$ cat config.mk
export PLATFORM = sky130hd
export DESIGN_NAME = utf8_text_page_cursor_writer_top
export DESIGN_NICKNAME = d
export VERILOG_FILES = /design/src/rtl/tpcw_pkg.sv /design/src/rtl/utf8_text_page_cursor_writer_top.sv /design/src/rtl/tpcw_decode.sv /design/src/rtl/tpcw_cursor.sv
export VERILOG_INCLUDE_DIRS = /design/src /design/src/rtl
export SDC_FILE = /design/constraint.sdc
export NUM_CORES = 1
export LEC_CHECK = 0
export BUFFER_PORTS_ARGS = -buffer_cell sky130_fd_sc_hd__buf_2
export CAP_MARGIN = 20
export CORE_ASPECT_RATIO = 1.4
export CORE_MARGIN = 5
export CORE_UTILIZATION = 40
export DETAILED_ROUTE_END_ITERATION = 16
export GPL_TIMING_DRIVEN = 0
export SKIP_LAST_GASP = 1
export SYNTH_ARGS = -nofsm -noshare
export SYNTH_HDL_FRONTEND = slang
export SYNTH_HIERARCHICAL = 1
export SYNTH_SLANG_ARGS = --single-unit
$ cat constraint.sdc
create_clock -name clk -period 12.5 [get_ports clk]
set_clock_uncertainty 0.15 [all_clocks]
set_input_delay 0 -clock clk [delete_from_list [all_inputs] [get_ports clk]]
set_output_delay 0 -clock clk [all_outputs]
set_load 0.1 [all_outputs]
$ cat src/rtl/utf8_text_page_cursor_writer_top_assert.svh
// ----------------------------------------------------------------------------
// utf8 text page cursor writer: assertion macros
// shared concurrent assertion forms, clocked on clk and disabled in reset
// ----------------------------------------------------------------------------
`ifndef UTF8_TEXT_PAGE_CURSOR_WRITER_TOP_ASSERT_SVH
`define UTF8_TEXT_PAGE_CURSOR_WRITER_TOP_ASSERT_SVH

// same-cycle implication
`define TPCW_ASSERT_NOW(label, ante, cons, msg) \
	label: assert property (@(posedge clk) disable iff (!arst_n) (ante) |-> (cons)) \
		else $error(msg);

// next-cycle implication
`define TPCW_ASSERT_NEXT(label, ante, cons, msg) \
	label: assert property (@(posedge clk) disable iff (!arst_n) (ante) |=> (cons)) \
		else $error(msg);

`endif

$ cat src/rtl/tpcw_pkg.sv
// ----------------------------------------------------------------------------
// tpcw_pkg
// types and constants shared by the utf8 text page cursor writer
// ----------------------------------------------------------------------------
package tpcw_pkg;

	localparam int unsigned MAX_ROWS = 512;
	localparam int unsigned MAX_COLS = 512;

	localparam logic [9:0] PAGE_RESET = 10'd512;
	localparam logic [9:0] MAX_ROWS_V = 10'(MAX_ROWS);
	localparam logic [9:0] MAX_COLS_V = 10'(MAX_COLS);

	localparam logic [20:0] CP_NEWLINE = 21'h00000A;

	typedef enum logic [1:0] {
		REQ_TEXT        = 2'd0,
		REQ_SET_ROW_COL = 2'd1,
		REQ_SET_ROW     = 2'd2,
		REQ_SET_COL     = 2'd3
	} req_type_t;

	typedef enum logic {
		CFG_PAGE_ROWS = 1'b0,
		CFG_PAGE_COLS = 1'b1
	} cfg_index_t;

	typedef struct packed {
		logic [1:0] req_type;
		logic [7:0] data_byte;
		logic       last_of_string;
		logic [9:0] target_row;
		logic [9:0] target_col;
	} in_item_t;

	typedef struct packed {
		logic        cell_write;
		logic [17:0] cell_address;
		logic [20:0] codepoint;
		logic        command_error;
		logic [9:0]  cursor_row;
		logic [9:0]  cursor_col;
	} out_item_t;

	typedef struct packed {
		logic [1:0]  pending;
		logic [20:0] partial;
	} dec_state_t;

	typedef struct packed {
		logic [9:0] row;
		logic [9:0] col;
	} cursor_t;

	typedef struct packed {
		logic        emit;
		logic [20:0] codepoint;
	} dec_out_t;

endpackage

$ cat src/rtl/utf8_text_page_cursor_writer_top.sv
// ----------------------------------------------------------------------------
// utf8_text_page_cursor_writer_top
// utf8 text decoder with row/column cursor for a character page
// ----------------------------------------------------------------------------
// in_data carries one text byte or one cursor command per transfer on the
// in_valid/in_ready channel; every item gives exactly one result on the
// out_valid/out_ready channel: an optional cell write (address, codepoint),
// the command error flag and the cursor position after the item.
// An item is taken into an input register, then decoded and applied to the cursor,
// and the result lands in the output register, which drives out_valid. One item
// per cycle is sustained while out_ready stays high; the cursor and decoder state
// update in one pass per item.
// When the receiver stalls, the result holds in the output register and the
// input register still takes one more item; after that in_ready drops until
// out_ready returns.
// Page size is written through cfg_we/cfg_index/cfg_data while no item is in
// flight; zero acts as one and large values clamp to the page maximum.
// Reset clears both registers, the decoder, the ignore flag, puts the cursor
// at row 1 column 1 and the page size at 512 by 512.
// ----------------------------------------------------------------------------
`include "utf8_text_page_cursor_writer_top_assert.svh"

module utf8_text_page_cursor_writer_top (
	input  logic                clk,
	input  logic                arst_n,
	input  logic                in_valid,
	output logic                in_ready,
	input  tpcw_pkg::in_item_t  in_data,
	output logic                out_valid,
	input  logic                out_ready,
	output tpcw_pkg::out_item_t out_data,
	input  logic                cfg_we,
	input  logic                cfg_index,
	input  logic [9:0]          cfg_data
);

	logic                 valid_s1;
	tpcw_pkg::in_item_t   item_s1;
	logic                 out_valid_q;
	tpcw_pkg::out_item_t  out_q;
	logic [9:0]           rows_q;
	logic [9:0]           cols_q;
	tpcw_pkg::dec_state_t dec_q;
	tpcw_pkg::dec_state_t dec_nxt;
	tpcw_pkg::cursor_t    cur_q;
	tpcw_pkg::cursor_t    cur_nxt;
	logic                 ignore_q;
	logic                 advance;
	logic                 is_text;
	logic                 end_of_string;
	logic                 page_end;
	logic [9:0]           cfg_clamped;
	tpcw_pkg::dec_out_t   dec_out;
	tpcw_pkg::out_item_t  result;

	assign advance       = valid_s1 && (!out_valid_q || out_ready);
	assign in_ready      = !valid_s1 || advance;
	assign out_valid     = out_valid_q;
	assign out_data      = out_q;
	assign is_text       = (item_s1.req_type == tpcw_pkg::REQ_TEXT);
	assign end_of_string = is_text && item_s1.last_of_string;

	// both registers share the same clamp since the maxima are equal in width
	always_comb begin
		cfg_clamped = cfg_data;
		if (cfg_data == 10'd0) begin
			cfg_clamped = 10'd1;
		end else if ((cfg_index == tpcw_pkg::CFG_PAGE_ROWS) &&
				(cfg_data > tpcw_pkg::MAX_ROWS_V)) begin
			cfg_clamped = tpcw_pkg::MAX_ROWS_V;
		end else if ((cfg_index == tpcw_pkg::CFG_PAGE_COLS) &&
				(cfg_data > tpcw_pkg::MAX_COLS_V)) begin
			cfg_clamped = tpcw_pkg::MAX_COLS_V;
		end
	end

	tpcw_decode u_decode (
		.active    (valid_s1 && is_text && !ignore_q),
		.data_byte (item_s1.data_byte),
		.state     (dec_q),
		.state_nxt (dec_nxt),
		.result    (dec_out)
	);

	tpcw_cursor u_cursor (
		.rows       (rows_q),
		.cols       (cols_q),
		.cursor     (cur_q),
		.item_valid (valid_s1),
		.item       (item_s1),
		.dec        (dec_out),
		.cursor_nxt (cur_nxt),
		.result     (result),
		.page_end   (page_end)
	);

	always_ff @(posedge clk or negedge arst_n) begin
		if (!arst_n) begin
			rows_q <= tpcw_pkg::PAGE_RESET;
			cols_q <= tpcw_pkg::PAGE_RESET;
		end else if (cfg_we) begin
			unique case (cfg_index)
				tpcw_pkg::CFG_PAGE_ROWS: rows_q <= cfg_clamped;
				tpcw_pkg::CFG_PAGE_COLS: cols_q <= cfg_clamped;
				default: rows_q <= rows_q;
			endcase
		end
	end

	always_ff @(posedge clk or negedge arst_n) begin
		if (!arst_n) begin
			valid_s1 <= 1'b0;
		end else if (in_ready) begin
			valid_s1 <= in_valid;
		end
	end

	always_ff @(posedge clk) begin
		if (in_valid && in_ready) begin
			item_s1 <= in_data;
		end
	end

	always_ff @(posedge clk or negedge arst_n) begin
		if (!arst_n) begin
			dec_q     <= '0;
			cur_q.row <= 10'd1;
			cur_q.col <= 10'd1;
			ignore_q  <= 1'b0;
		end else if (advance) begin
			cur_q <= cur_nxt;
			if (end_of_string) begin
				dec_q    <= '0;
				ignore_q <= 1'b0;
			end else begin
				dec_q    <= dec_nxt;
				ignore_q <= ignore_q | page_end;
			end
		end
	end

	always_ff @(posedge clk or negedge arst_n) begin
		if (!arst_n) begin
			out_valid_q <= 1'b0;
		end else if (advance) begin
			out_valid_q <= 1'b1;
		end else if (out_ready) begin
			out_valid_q <= 1'b0;
		end
	end

	always_ff @(posedge clk) begin
		if (advance) begin
			out_q <= result;
		end
	end

	`TPCW_ASSERT_NOW(a_partial_idle, dec_q.pending == 2'd0, dec_q.partial == 21'd0,
		"partial codepoint left over with no sequence open")
	`TPCW_ASSERT_NOW(a_no_write_fields, out_valid_q && !out_q.cell_write,
		(out_q.cell_address == 18'd0) && (out_q.codepoint == 21'd0),
		"cell fields nonzero without a cell write")
	`TPCW_ASSERT_NOW(a_err_no_write, out_valid_q && out_q.command_error,
		!out_q.cell_write, "cell write reported on a failed command")
	`TPCW_ASSERT_NEXT(a_cursor_follow, advance,
		(cur_q.row == out_q.cursor_row) && (cur_q.col == out_q.cursor_col),
		"reported cursor differs from cursor state")

endmodule

$ cat src/rtl/tpcw_decode.sv
// ----------------------------------------------------------------------------
// tpcw_decode
// utf8 byte decoder step: continuation check, lead byte start, codepoint out
// ----------------------------------------------------------------------------
module tpcw_decode (
	input  logic                 active,
	input  logic [7:0]           data_byte,
	input  tpcw_pkg::dec_state_t state,
	output tpcw_pkg::dec_state_t state_nxt,
	output tpcw_pkg::dec_out_t   result
);

	logic        is_cont;
	logic [20:0] merged;

	assign is_cont = (data_byte[7:6] == 2'b10);
	assign merged  = {state.partial[14:0], data_byte[5:0]};

	always_comb begin
		state_nxt        = state;
		result.emit      = 1'b0;
		result.codepoint = '0;
		if (active) begin
			if ((state.pending != 2'd0) && is_cont) begin
				if (state.pending == 2'd1) begin
					result.emit      = 1'b1;
					result.codepoint = merged;
					state_nxt        = '0;
				end else begin
					state_nxt.pending = state.pending - 2'd1;
					state_nxt.partial = merged;
				end
			end else begin
				// no sequence open, or a bad continuation: take the byte as a lead
				state_nxt = '0;
				if (data_byte[7] == 1'b0) begin
					result.emit      = 1'b1;
					result.codepoint = {13'd0, data_byte};
				end else if (data_byte[7:5] == 3'b110) begin
					state_nxt.pending = 2'd1;
					state_nxt.partial = {16'd0, data_byte[4:0]};
				end else if (data_byte[7:4] == 4'b1110) begin
					state_nxt.pending = 2'd2;
					state_nxt.partial = {17'd0, data_byte[3:0]};
				end else if (data_byte[7:3] == 5'b11110) begin
					state_nxt.pending = 2'd3;
					state_nxt.partial = {18'd0, data_byte[2:0]};
				end
			end
		end
	end

endmodule

$ cat src/rtl/tpcw_cursor.sv
// ----------------------------------------------------------------------------
// tpcw_cursor
// cursor update for codepoints and position commands, cell address compute
// ----------------------------------------------------------------------------
module tpcw_cursor (
	input  logic [9:0]         rows,
	input  logic [9:0]         cols,
	input  tpcw_pkg::cursor_t  cursor,
	input  logic               item_valid,
	input  tpcw_pkg::in_item_t item,
	input  tpcw_pkg::dec_out_t dec,
	output tpcw_pkg::cursor_t  cursor_nxt,
	output tpcw_pkg::out_item_t result,
	output logic               page_end
);

	logic        on_page;
	logic        newline;
	logic        wrap;
	logic        adv_row;
	logic        row_ok;
	logic        col_ok;
	logic [9:0]  row_inc;
	logic [9:0]  col_inc;
	logic [9:0]  row_m1;
	logic [9:0]  col_m1;
	logic [19:0] product;
	logic [19:0] addr_sum;

	assign row_inc  = cursor.row + 10'd1;
	assign col_inc  = cursor.col + 10'd1;
	assign row_m1   = cursor.row - 10'd1;
	assign col_m1   = cursor.col - 10'd1;
	assign product  = {10'd0, row_m1} * {10'd0, cols};
	assign addr_sum = product + {10'd0, col_m1};

	assign on_page = (cursor.row != 10'd0) && (cursor.row <= rows) &&
		(cursor.col != 10'd0) && (cursor.col <= cols);
	assign newline = dec.emit && (dec.codepoint == tpcw_pkg::CP_NEWLINE);
	assign wrap    = col_inc > cols;
	assign adv_row = newline || (dec.emit && wrap);
	assign row_ok  = (item.target_row != 10'd0) && (item.target_row <= rows);
	assign col_ok  = (item.target_col != 10'd0) && (item.target_col <= cols);

	always_comb begin
		cursor_nxt           = cursor;
		page_end             = 1'b0;
		result.cell_write    = 1'b0;
		result.cell_address  = '0;
		result.codepoint     = '0;
		result.command_error = 1'b0;
		if (item_valid) begin
			unique case (item.req_type)
				tpcw_pkg::REQ_TEXT: begin
					if (dec.emit && !newline && on_page) begin
						result.cell_write   = 1'b1;
						result.cell_address = addr_sum[17:0];
						result.codepoint    = dec.codepoint;
					end
					if (adv_row) begin
						cursor_nxt.col = 10'd1;
						if (row_inc > rows) begin
							cursor_nxt.row = rows + 10'd1;
							page_end       = 1'b1;
						end else begin
							cursor_nxt.row = row_inc;
						end
					end else if (dec.emit) begin
						cursor_nxt.col = col_inc;
					end
				end
				tpcw_pkg::REQ_SET_ROW_COL: begin
					if (row_ok && col_ok) begin
						cursor_nxt.row = item.target_row;
						cursor_nxt.col = item.target_col;
					end else begin
						result.command_error = 1'b1;
					end
				end
				tpcw_pkg::REQ_SET_ROW: begin
					if (row_ok) begin
						cursor_nxt.row = item.target_row;
						cursor_nxt.col = 10'd1;
					end else begin
						result.command_error = 1'b1;
					end
				end
				tpcw_pkg::REQ_SET_COL: begin
					if (col_ok) begin
						cursor_nxt.col = item.target_col;
					end else begin
						result.command_error = 1'b1;
					end
				end
				default: begin
					result.command_error = 1'b0;
				end
			endcase
		end
		result.cursor_row = cursor_nxt.row;
		result.cursor_col = cursor_nxt.col;
	end

endmodule
== Word level (Yosys, flattened, before mapping) ==
Index checks and enable logic that the tools add are counted.
Word-level totals
  logic and storage cells: 122
  register bits after elaboration: 152
Operators by class
  multiply operators: 1
  $lt $le $gt $ge: 7
  equal/unequal tests: 9
  reduce and logical (&&, ||, !) cells: 39
  multiplexer cells: 37
  add/sub/neg operators: 7
  bitwise gates (word level): 2
Operator list (count)
  two-way mux 23 bit: 8
  two-way mux 22 bit: 4
  two-way mux 10 bit: 8
  two-way mux 20 bit: 3
  <= comparator 10 bit: 4
  two-way mux 40 bit: 1
  case mux 10 bit (4 select lines): 1
  nonzero test 10 bit: 4
  adder 10 x 1 -> 10 bit (second input constant): 3
  case mux 10 bit (3 select lines): 1
  equality test 21 x 4 -> 1 bit (second input constant): 1
  greater-than comparator 10 bit: 2
  subtractor 10 x 1 -> 10 bit (second input constant): 2
  adder 18 x 10 -> 18 bit: 1
  logical AND 1 bit: 18
  multiplier 10 x 10 -> 18 bit: 1
  greater-than comparator 10 bit (second input constant): 1
  zero test 10 bit: 1
  two-way mux 1 bit: 10
  AND reduction 2 bit: 4
  equality test 2 bit (second input constant): 3
  nonzero test 2 bit: 3
  equality test 5 bit (second input constant): 1
  equality test 2 x 1 -> 1 bit (second input constant): 2
  other kinds (10): 15

== Depth between registers and ports, before layout ==
Gate-level depths: netlist (run 1).
  depth in word-level cells: 12
  depth in mapped cells: 24

== Modules after synthesis ==
The synthesis (run 1) kept the hierarchy.
Modules (own cells, without submodules)
  tpcw_cursor: area each 7253.2 sq um, times used 1, cells an instance 948
  utf8_text_page_cursor_writer_top: area each 5303.8 sq um, times used 1, cells an instance 276
  tpcw_decode: area each 540.5 sq um, times used 1, cells an instance 78

== Least setup slack after synthesis (run 1) ==
Ideal clock, no wire load.
  path type: register to register
  from: register cur_q[10] in the netlist's numbering
  to: register out_q (netlist bit out_data[58]) (data pin)
  setup slack: 6.112 ns
  buffers on the path: 1
  cell stages (with the launch flop): 23
  library setup time: 0.255 ns
  arrival: 5.983 ns
  path through: dfstp_2 clkbuf_1 inv_1 ha_1 nor3b_1 xor2_1 nand2_1 fa_1 fa_1 fa_1 inv_1 fa_1 inv_1 fa_1 inv_1 ha_1 or3_1 o21ai_0 o31ai_1 o41a_1 a31oi_1 xnor2_1 and2_1
Between the ends
  cells in the longest elaborated chain, start to end: 6
RTL lines
  start: declaration: line utf8_text_page_cursor_writer_top.sv:45  | tpcw_pkg::cursor_t cur_q;
  start signal: assignment: line utf8_text_page_cursor_writer_top.sv:131  | cur_q <= cur_nxt;
  branches (longest 6 deep; another with multiplier 10 x 10 -> 18 bit)
  end signal: assignment: line utf8_text_page_cursor_writer_top.sv:154  | out_q <= result;
  end: declaration: line utf8_text_page_cursor_writer_top.sv:40  | tpcw_pkg::out_item_t out_q;
Several ways; the timed one is not identified.
A chain may end at the register's enable or synchronous reset.

== Worst setup path in the final report (run 1) ==
Same ends and word-level chain as after synthesis.

==> summary by stage, run 1 <==
Outcome
The flow ran to the end, and the final reports show no timing, DRC or antenna violations.

STA
Setup violations remaining at the end of the flow were counted as 0. The total negative slack is 0 ps. The final max-slew violation count is 0. Setup repair after global routing left no endpoint under its margin. The slew of the pin with the lowest slew margin is just over 1000 ps. The final critical delay including setup and external delays is approximately 7500 ps. The maximum operating frequency is between 0.1 and 0.15 GHz. The worst slew slack as a fraction of its limit is 0.305. The post-route clock period utilization is 0.597. Setup slack on the critical path of the routed design comes to around 5000 ps. The number of hold violations in the final report is 0.

Worst setup path
The largest single stage delay on the critical path is roughly 730 ps. The standard cell with the maximum stage delay on the critical path is sky130_fd_sc_hd__xor2_1. In this run the worst setup path begins at cur_q[10]$_DFFE_PN1P_. In this run the worst path has a maximum fanout of 10. STA puts the critical path data required time at approximately 13,000 ps. The minimum setup slack among reg-to-reg paths is between 5000 and 6000 ps. STA classifies the critical path startpoint as a flip-flop. The startpoint of the worst-slack reg-to-reg timing path is cur_q[10]$_DFFE_PN1P_. The endpoint kind of the worst setup timing path is a flip-flop.

The startpoint-to-endpoint class of the critical path is flip-flop to flip-flop. The signal on the critical path passes through clkbuf_1, inv_1, ha_1, xor2_1, nand2_1, fa_1, fa_1, inv_1, ha_1, fa_1, inv_1, fa_1, inv_1, ha_1, o21a_1, a2111oi_4, o31ai_1, o41a_1, a31oi_1, xnor2_1, and2_1. STA puts the critical path data arrival time at approximately 7500 ps.

Clock tree
The library cell used as clock root buffer is sky130_fd_sc_hd__clkbuf_16. TritonCTS built the clock tree. Clock tree synthesis found a total of 152 sinks. After clock tree synthesis, the clock-pin slew on the worst setup and hold paths is around 70 ps. Clock latency on the worst-skew pair, taken at its later pin, is 450 ps. In this run the post-CTS setup repair buffer count came out at 0.

The maximum clock insertion buffer count is 2. The number of buffers added by the clock tree synthesis step is 17. The number of levels in the clock H-tree is 4.

Worst hold path
The worst hold path belongs to the class input port to asynchronous set/reset pin.

Die
110 I/O pins were placed. The area enclosed by the die boundary is between 30,000 and 40,000 um2. The effective utilization at floorplan is 0.405. The vertical die dimension is around 220 um. The horizontal die dimension is between 150 and 200 um. After floorplanning, the core was sized to cover roughly 32,000 um2.

The placement row count is 77.

Placed design
The worst slack at placement is 5040 ps. After legalization and detailed placement, the total HPWL measured 27.9 mm. The global placement routability congestion is ~0.95. The count of input and output buffers is 109.

Logic synthesis
The number of warnings issued by yosys is 6. When the netlist entered floorplanning its net count stood at approximately 1,500. In this run the mean area of a mapped cell was approximately 10 um2. In this run the cell area of the synthesized design comes to 12,800 um2. The post-synthesis instance total is roughly 1,300.

Power and ir drop
The total power per unit cell area is just over 300 nW/um2. In this run the static leakage power is between 0.006 and 0.007 uW. The worst-case IR drop observed on VDD is about 210 uV.

Detailed routing
The post-detailed-route via-to-cell ratio is around 5.5. Detailed routing placed a total of 18.4 mm of wire on met2. The count of nets left with antenna violations once routing finished came out at 0. In the detailed route, the total length drawn on met3 is 1.48 mm. The sum of routed wire segments on met1 is around 15 mm.

The via count is just over 10,000. The first-pass detailed-route iteration total is 5. After detailed routing, the number of remaining DRC violations is 0. After the first detailed-routing iteration, the DRC count stood at around 580.

The uppermost signal routing layer after detailed routing is met4. The routed length per instance is 19.1 um. Wires add up to between 30 and 40 mm.

Global route
The number of global-route vias before repair is between 10,000 and 15,000. The global-route wire length before repair is a little under 60 mm. The initial antenna violation count came to 0. The global-route usage over all layers is 0.205. The maximum number of pins on one net before global-route repair is 71.

Summed over all layers, the global routing overflow is 0.

Layout
The antenna cell count is 0. Leaving out fill and tap cells, the most frequent cell in the layout is sky130_fd_sc_hd__inv_1. The layout cell share with drive strength beyond 1 is 0.164. The net count of the finished layout is about 1,700. The area growth from synthesis to layout is 17.2%.

The library cells used most frequently in the layout, excluding fill and tap cells, are sky130_fd_sc_hd__inv_1, sky130_fd_sc_hd__ha_1, sky130_fd_sc_hd__buf_2.

Job
Max-cap violations in this run came to 0.
area by class of cell:
cell class | instances | area [um2]
Timing Repair Buffer | 168 | 1150
Multi-Input combinational cell | 941 | 7720
Inverter | 126 | 473
Tap cell | 395 | 494
Clock inverter | 14 | 139
Buffer | 65 | 378
Sequential cell | 152 | 4270
Fill cell | 2930 | 16600
Clock buffer | 18 | 429
layer usage:
layer,up-vias,global-route usage
met2,316,0.363
met4,0,0.0834
met3,86,0.0335
met1,5001,0.247
met5,-,0
li1,4907,-
metrics by stage:
step / power [uW] / instances / cell area [um2] / hold WS [ps] / utilization
after global placement: 4060 / 1788 / 13900 / 27.3 / 0.438
after CTS: 4650 / 1878 / 15000 / 63.7 / 0.475
after detailed placement: 4090 / 1789 / 13900 / 11.3 / 0.439
final: 4600 / 1879 / 15100 / 57.2 / 0.475
after floorplan: 3390 / 1284 / 12800 / -446 / -
after global routing: 5170 / 1879 / 15100 / 99.7 / 0.475
power breakdown:
group | switching [uW] | internal [uW] | leakage, uW
clock | 231 | 280 | 0.000281
combinational | 2000 | 1380 | 0.00472
sequential | 85.3 | 621 | 0.00169
total | 2320 | 2280 | 0.00669
critical path: cells and delay by family, from the launching register on:
family          cells  cell delay [ps]
flops               1              630
fa+ha+maj           7             3050
simple gates        2              320
buf+inv             5              890
xor+xnor            2              810
compound gates      5             1330
state kept, by name, summed over array words and instances (netlist names):
signal     count
dec_q         17
valid_s1       1
cur_q         20
item_s1       31
out_data      61
out_valid      1
ignore_q       1
cols_q        10
rows_q        10
what timing repair did:
item | CTS | global route
hold endpoints to repair | 116 | 0
resized for setup | 0 | 0
hold buffers | 57 | 0
worst paths after layout:
kind	cells past startpoint	end
setup / recovery	21	out_data[58]$_DFFE_PP_
hold / removal	2	cur_q[15]$_DFFE_PN0P_
setup reg to reg	21	out_data[58]$_DFFE_PP_
hold reg to reg	2	cols_q[1]$_DFFE_PN0P_
max in group asynchronous	2	cur_q[2]$_DFFE_PN0P_
min in group clk	2	item_s1[13]$_DFFE_PP_
Power figures use the tool's default switching activity.
==> inputs of run 2 (changes only) <==
Clock period 12.5 ns to 6.22 ns, I/O delays scaled along.
==> run 2 against run 1 <==
Against the previous run: count of clock-buffer cells in the layout is the same; die area is the same; via count grew 3.6%; first-iteration DRC count grew 16%; critical path depth grew 3; non-clock buffer count grew 59; final area grew 7.0%.
==> summary by stage, run 2 (synthesis gave the netlist of run 1 again) <==
Outcome
The flow ran to the end, and the final reports show no timing, DRC or antenna violations.

Clock tree
The clock net in this run drives a total of between 150 and 200 sinks. The number of buffers added by the clock tree synthesis step is 17. TritonCTS built the clock tree.

After clock tree synthesis, the clock-pin slew on the worst setup and hold paths is approximately 70 ps. The maximum clock insertion buffer count is 2. In this run the clock root is driven by a sky130_fd_sc_hd__clkbuf_16.

At the later pin of the worst-skew pair, clock insertion delay measures around 450 ps. The number of levels in the clock H-tree is 4.

Detailed routing
The routed layout has between 10,000 and 15,000 vias. The routed length per instance is approximately 20 um. The remaining number of nets flagged by the antenna check after routing is 0. Using the TritonRoute via totals, the vias-per-cell ratio works out to ~5.5. For this run, design rule violations remaining after detail routing come to 0. The final layout contains routed wiring with a total length of between 30 and 40 mm. The first-pass detailed-route iteration total is 5. The count of routing violations after the opening detailed-route iteration is around 670.

Placed design
The total placed cells including tap cells is between 1,500 and 2,000. Routability-driven placement finished with a final weighted congestion of roughly 0.96. The estimated wirelength of the detail-placed design is around 28 mm. During placement, the flow inserted port buffers numbering 109. The standard cell area after detailed placement is 13,900 um2.

STA
The number of setup violations in the final report is 0. The worst slew slack as a fraction of its limit is 0.351. Dividing the final minimum period by the clock period gives 0.979. Setup repair after global routing could not meet its margin everywhere. The number of hold violations in the final report was 0. The slew of the pin with the lowest slew margin is around 960 ps. The final max-slew violation count was 0. Subtracting the final worst setup slack from the clock period gives 6090 ps. For this run, the top clock speed supported by timing is about 0.16 GHz.

Global route
The initial antenna violation count was 0. The global-route wire length before repair is 59.1 mm. The number of global-route vias before repair is 10,700. In the global route stage, overall resource usage came out at 0.210. The sum of overflow across all layers after global routing is 0.

Entering global routing, the biggest net connects 71 pins.

Worst setup path
The maximum fanout along the worst path is 6. The destination of the worst register-to-register timing path is out_data[58]$_DFFE_PP_. The cell with the most instances on the worst path is sky130_fd_sc_hd__fa_1. The standard cell with the maximum stage delay on the critical path is sky130_fd_sc_hd__fa_1. Walking the worst path, the cells encountered are buf_6, nor4_4, buf_4, buf_4, nand2_4, xnor2_4, buf_4, nand2_1, fa_1, inv_1, fa_1, fa_2, fa_1, inv_2, fa_1, inv_2, ha_4, and2_4, o21ai_4, o31ai_4, o41a_1, a31oi_1, xnor2_1, and2_1. The startpoint of the worst-slack reg-to-reg timing path is cur_q[15]$_DFFE_PN0P_. The worst register-to-register path has a setup slack of approximately 130 ps.

STA classifies the critical path startpoint as a flip-flop. The largest single stage delay on the critical path is 610 ps. The endpoint arrival time on the critical path is a little over 6000 ps.

The worst setup path is captured at a flip-flop. In this run the worst setup path terminates at out_data[58]$_DFFE_PP_. The startpoint-to-endpoint class of the critical path is flip-flop to flip-flop. The data required time at the worst endpoint is 6290 ps. Tracing the worst setup path back leads to its startpoint at cur_q[15]$_DFFE_PN0P_. The number of cells on the worst reg-to-reg path is 24.

Die
Row generation in the floorplan step produced 77 rows. The effective utilization at floorplan is 0.405. The number of primary I/O pins is 110. The horizontal die dimension is about 160 um. Measured along the y axis, the die boundary spans around 220 um. The area enclosed by the die boundary is about 36,000 um2. The core box area is ~32,000 um2.

Layout
The share of the core filled with cells is 0.508. The layout cell share with drive strength beyond 1 is 0.245. The number of nets at the end of the flow is roughly 1,800.

The final instance area is ~16,000 um2. Leaving out fill and tap cells, the most frequent cell in the layout is sky130_fd_sc_hd__buf_2. The flip-flop count of the largest register, all copies and words added is slightly above 60. The number of antenna diodes in the final layout is 0.

Excluding fillers, the count of instances in the completed layout stands at between 1,500 and 2,000. The synthesis-to-finish area growth is 25.5%. The library cells used most frequently in the layout, excluding fill and tap cells, are sky130_fd_sc_hd__buf_2, sky130_fd_sc_hd__inv_1, sky130_fd_sc_hd__ha_1.

Job
The number of max-capacitance violations reported is 0.

Worst hold path
The worst hold path belongs to the class input port to asynchronous set/reset pin.
==> run 2: changes by cell type in the layout (fill, tap and decap cells not counted), sizes merged <==
cell,change
buf,+64
bufinv,+3
clkbuf,-2
clkinv,-4
clkinvlp,+1
dlygate4sd3,-3
==> run 2: worst min-delay path by stage <==
stage	startpoint	end	slack, ps	depth (start not counted)
final	arst_n	rows_q[1]$_DFFE_PN0P_	40	2
after global routing	in_data[13]	item_s1[13]$_DFFE_PP_	100	2
after CTS	arst_n	cur_q[9]$_DFFE_PN0P_	60	2
after detailed placement	arst_n	rows_q[1]$_DFFE_PN0P_	20	1
after global placement	in_data[24]	item_s1[24]$_DFFE_PP_	30	1
after floorplan	arst_n	cols_q[0]$_DFFE_PN0P_	-450	0
==> run 2: what timing repair did <==
action,in CTS,in global routing
hold buffers,54,0
setup buffers,34,29
setup endpoints to repair,10,5
pin swaps,20,58
endpoints found under the hold margin,116,0
gates resized for setup,52,55
==> run 2: worst max-delay path: cells and delay by family, from the launching register on <==
family / cells / cell delay, ps
buffers and inverters: 7 / 740
AOI/OAI and AO/OA: 4 / 770
adders and majority gates: 6 / 2770
and+or+nand+nor: 5 / 730
xor gates and xnor gates: 2 / 280
DFF: 1 / 410
==> run 2: layout make-up <==
| type | instances | area (um2) |
|---|---|---|
| plain buffers | 64 | 417 |
| clock buffers | 18 | 429 |
| clock inverters | 14 | 208 |
| fillers | 2858 | 15600 |
| inverters | 126 | 477 |
| multi-input cells | 941 | 8190 |
| flip-flops and latches | 152 | 4270 |
| well taps | 395 | 494 |
| repair buffers | 228 | 1630 |
==> run 2: through the flow <==
step	hold slack (ps)	worst slack (ps)	TNS, ps
floorplan	-446	6.88	0
global placement	27.2	-773	-3960
detailed placement	17.1	-861	-4800
CTS	55.3	1.52	0
global route	100	-109	-212
finish	43.8	131	0
==> run 2: metal layers <==
layer / track usage / vias to the layer above / share of wire
met5: 0 / - / 0
met2: 0.368 / 365 / 0.51
met1: 0.249 / 5206 / 0.39
met4: 0.108 / 0 / 0.046
li1: - / 5019 / -
met3: 0.0285 / 92 / 0.049
Power of run 2 is not shown: default switching activity piles up to over one toggle a cycle in this logic, so the estimate is an artifact.
==> inputs of run 3 (changes only) <==
Settings changed: CTS_BUF_LIST from default to sky130_fd_sc_hd__clkbuf_4 sky130_fd_sc_hd__clkbuf_8.
==> run 3 against run 2 <==
Against the previous run: sequential cell count did not move; die area did not move; fmax fell by 0.45%; register-to-register slack got worse by 30 ps; cell count fell by 0.26%; sequential share of layout area rose by 0.43 points.
==> summary by stage, run 3 (synthesis gave the netlist of run 1 again) <==
Worst setup path
The critical path is of the flip-flop to flip-flop type. The cell with the most instances on the worst path is sky130_fd_sc_hd__fa_1. The worst setup path is launched from a flip-flop. The data required time at the worst endpoint is between 6000 and 7000 ps. The launch point of the worst path is cur_q[15]$_DFFE_PN0P_. The peak per-stage delay on the critical path is ~600 ps. The top cell family by delay on the critical path is adder cells. The standard cell with the maximum stage delay on the critical path is sky130_fd_sc_hd__fa_1. For the worst setup path, the data arrival time is roughly 6200 ps. The sum of buffers and inverters on the critical path is 5. The endpoint kind of the worst setup timing path is a flip-flop. The critical path goes through buf_6, nor4_4, buf_4, and4_4, xnor2_4, nand2_2, fa_1, inv_2, fa_1, fa_1, fa_1, inv_2, fa_1, inv_2, ha_4, and2_4, o21ai_4, o31ai_4, o41a_1, a31oi_1, xnor2_1, and2_1. The startpoint of the worst-slack reg-to-reg timing path is cur_q[15]$_DFFE_PN0P_.

The maximum fanout along the worst path is 7.

Layout
The finished layout holds just under 2,000 standard cells, fillers aside. The most common library cell in the layout ignoring fill and taps is sky130_fd_sc_hd__buf_2. The register with the most flip-flops in the layout has 61 of them. After the last flow step, the layout net total stands at approximately 1,800.

The repair_antennas step left the layout with diodes totalling 0. Leaving out fill and tap cells, the most frequent cells in the layout are sky130_fd_sc_hd__buf_2, sky130_fd_sc_hd__inv_1, sky130_fd_sc_hd__ha_1. The area growth from synthesis to layout is 23.5%. The share of the core filled with cells is 0.500. The layout cell share with drive strength beyond 1 is 0.235.

Detailed routing
The post-detailed-route via-to-cell ratio is approximately 5.5. The via count is ~11,000. The first-pass detailed-route iteration total is 5. After detailed routing, the number of remaining DRC violations is 0.

In the final routed layout, each cell accounts on average for 19.6 um. The count of nets left with antenna violations once routing finished came out at 0. The detailed router finished its first iteration with roughly 730 violations.

The final layout contains routed wiring with a total length of around 38 mm.

Die
The die is ~220 um tall. The die covers 35,800 um2. In this run the standard cell core region covers approximately 32,000 um2. In this run the core area contains 77 standard-cell rows. The number of primary I/O pins is between 100 and 150. The effective utilization at floorplan is 0.405.

The horizontal die dimension is 161 um.

Clock tree
After clock tree synthesis, the clock-pin slew on the worst setup and hold paths is roughly 100 ps. The TritonCTS clock tree is done. The number of levels in the clock H-tree is 4. The library cell used as clock root buffer is sky130_fd_sc_hd__clkbuf_8. The number of buffers added by the clock tree synthesis step is 17. The clock passes through at most 2 buffers. Clock tree synthesis found a total of between 150 and 200 sinks. At the later pin of the worst-skew pair, clock insertion delay measures slightly above 500 ps.

Outcome
The run finished with clean final reports.

STA
The worst hold slack across all endpoints is slightly below 60 ps. Headroom to the max-slew limit came out at 0.351. The number of setup violations in the final report is 0. The number of hold violations in the final report is 0. The final max-slew violation count is 0.

Setup repair after global routing could not meet its margin everywhere. Static timing analysis puts the maximum clock frequency at ~0.16 GHz. For the finished layout, the period the worst path requires is ~6000 ps. Of the available clock period, the critical path in the final layout requires 0.983.

The slew of the pin with the lowest slew margin is approximately 960 ps.

Worst hold path
The startpoint identified for the worst hold timing path is in_data[21]. The type of the worst min-delay path is input port to flip-flop.

Global route
Global routing finished with a remaining overflow of 0. Entering global routing, the biggest net connects 71 pins. The initial antenna violation count is 0.

In the global route stage, met3 resource usage came out at 0.0305. The global-route layer with the greatest usage is met2. The first global-routing pass estimated roughly 60 mm of wire. The number of global-route vias before repair is about 11,000.

For this run, the total global-route usage over all layers was measured as 0.211. The met2 usage is 0.365. The global routing met1 resource utilization is 0.252.

Job
The tool flagged a number of max-cap violations equal to 0.

Placed design
The total placed cells including tap cells is between 1,500 and 2,000. Summed over all nets, the half-perimeter wirelength after detailed placement is 28.2 mm. The count of input and output buffers is between 100 and 150. The congestion estimate from routability-driven global placement came to about 0.96.
[run 3: changes by cell type in the layout (fill, tap and decap cells not counted), sizes merged]
cell,delta
dlygate4sd3,+3
buf,-8
[run 3: worst paths after layout]
path / end / slack (ps) / cells past startpoint
worst min register to register: cols_q[1]$_DFFE_PN0P_ / 360 / 2
max in group asynchronous: rows_q[4]$_DFFE_PN0P_ / 4910 / 4
worst max register to register: out_data[58]$_DFFE_PP_ / 100 / 22
worst max-delay path: out_data[58]$_DFFE_PP_ / 100 / 22
min in group asynchronous: rows_q[5]$_DFFE_PN0P_ / 420 / 3
worst min-delay path: item_s1[21]$_DFFE_PP_ / 60 / 2
[run 3: through the flow]
stage | setup slack, ps | TNS (ps) | cell area [um2]
final | 103 | 0 | 15900
after CTS | 8.91 | 0 | 15500
after floorplan | 6.88 | 0 | 12800
after global placement | -773 | -3960 | 13900
after global routing | -63.9 | -105 | 15900
after detailed placement | -861 | -4800 | 13900
[run 3: timing repair]
action / 4_1_cts / 5_1_grt
resized for setup: 51 / 44
pin swaps: 20 / 56
endpoints found under the hold margin: 118 / 0
hold buffers: 58 / 0
setup endpoints to repair: 10 / 5
buffers inserted: 35 / 19
[run 3: area by class of cell]
class	instances	area, um2
fillers	2890	15800
multi-input cells	941	8140
well taps	395	494
clock buffers	18	241
clock inverters	14	208
flip-flops and latches	152	4270
inverters	126	477
repair buffers	223	1600
plain buffers	64	419
[run 3: routing by layer]
| metal | wire (um) | vias to the layer above |
|---|---|---|
| li1 | - | 5013 |
| met1 | 14900 | 5186 |
| met2 | 19000 | 413 |
| met3 | 2080 | 104 |
| met4 | 1970 | 0 |
| met5 | 0 | - |
Power of run 3 is left out for the same reason.
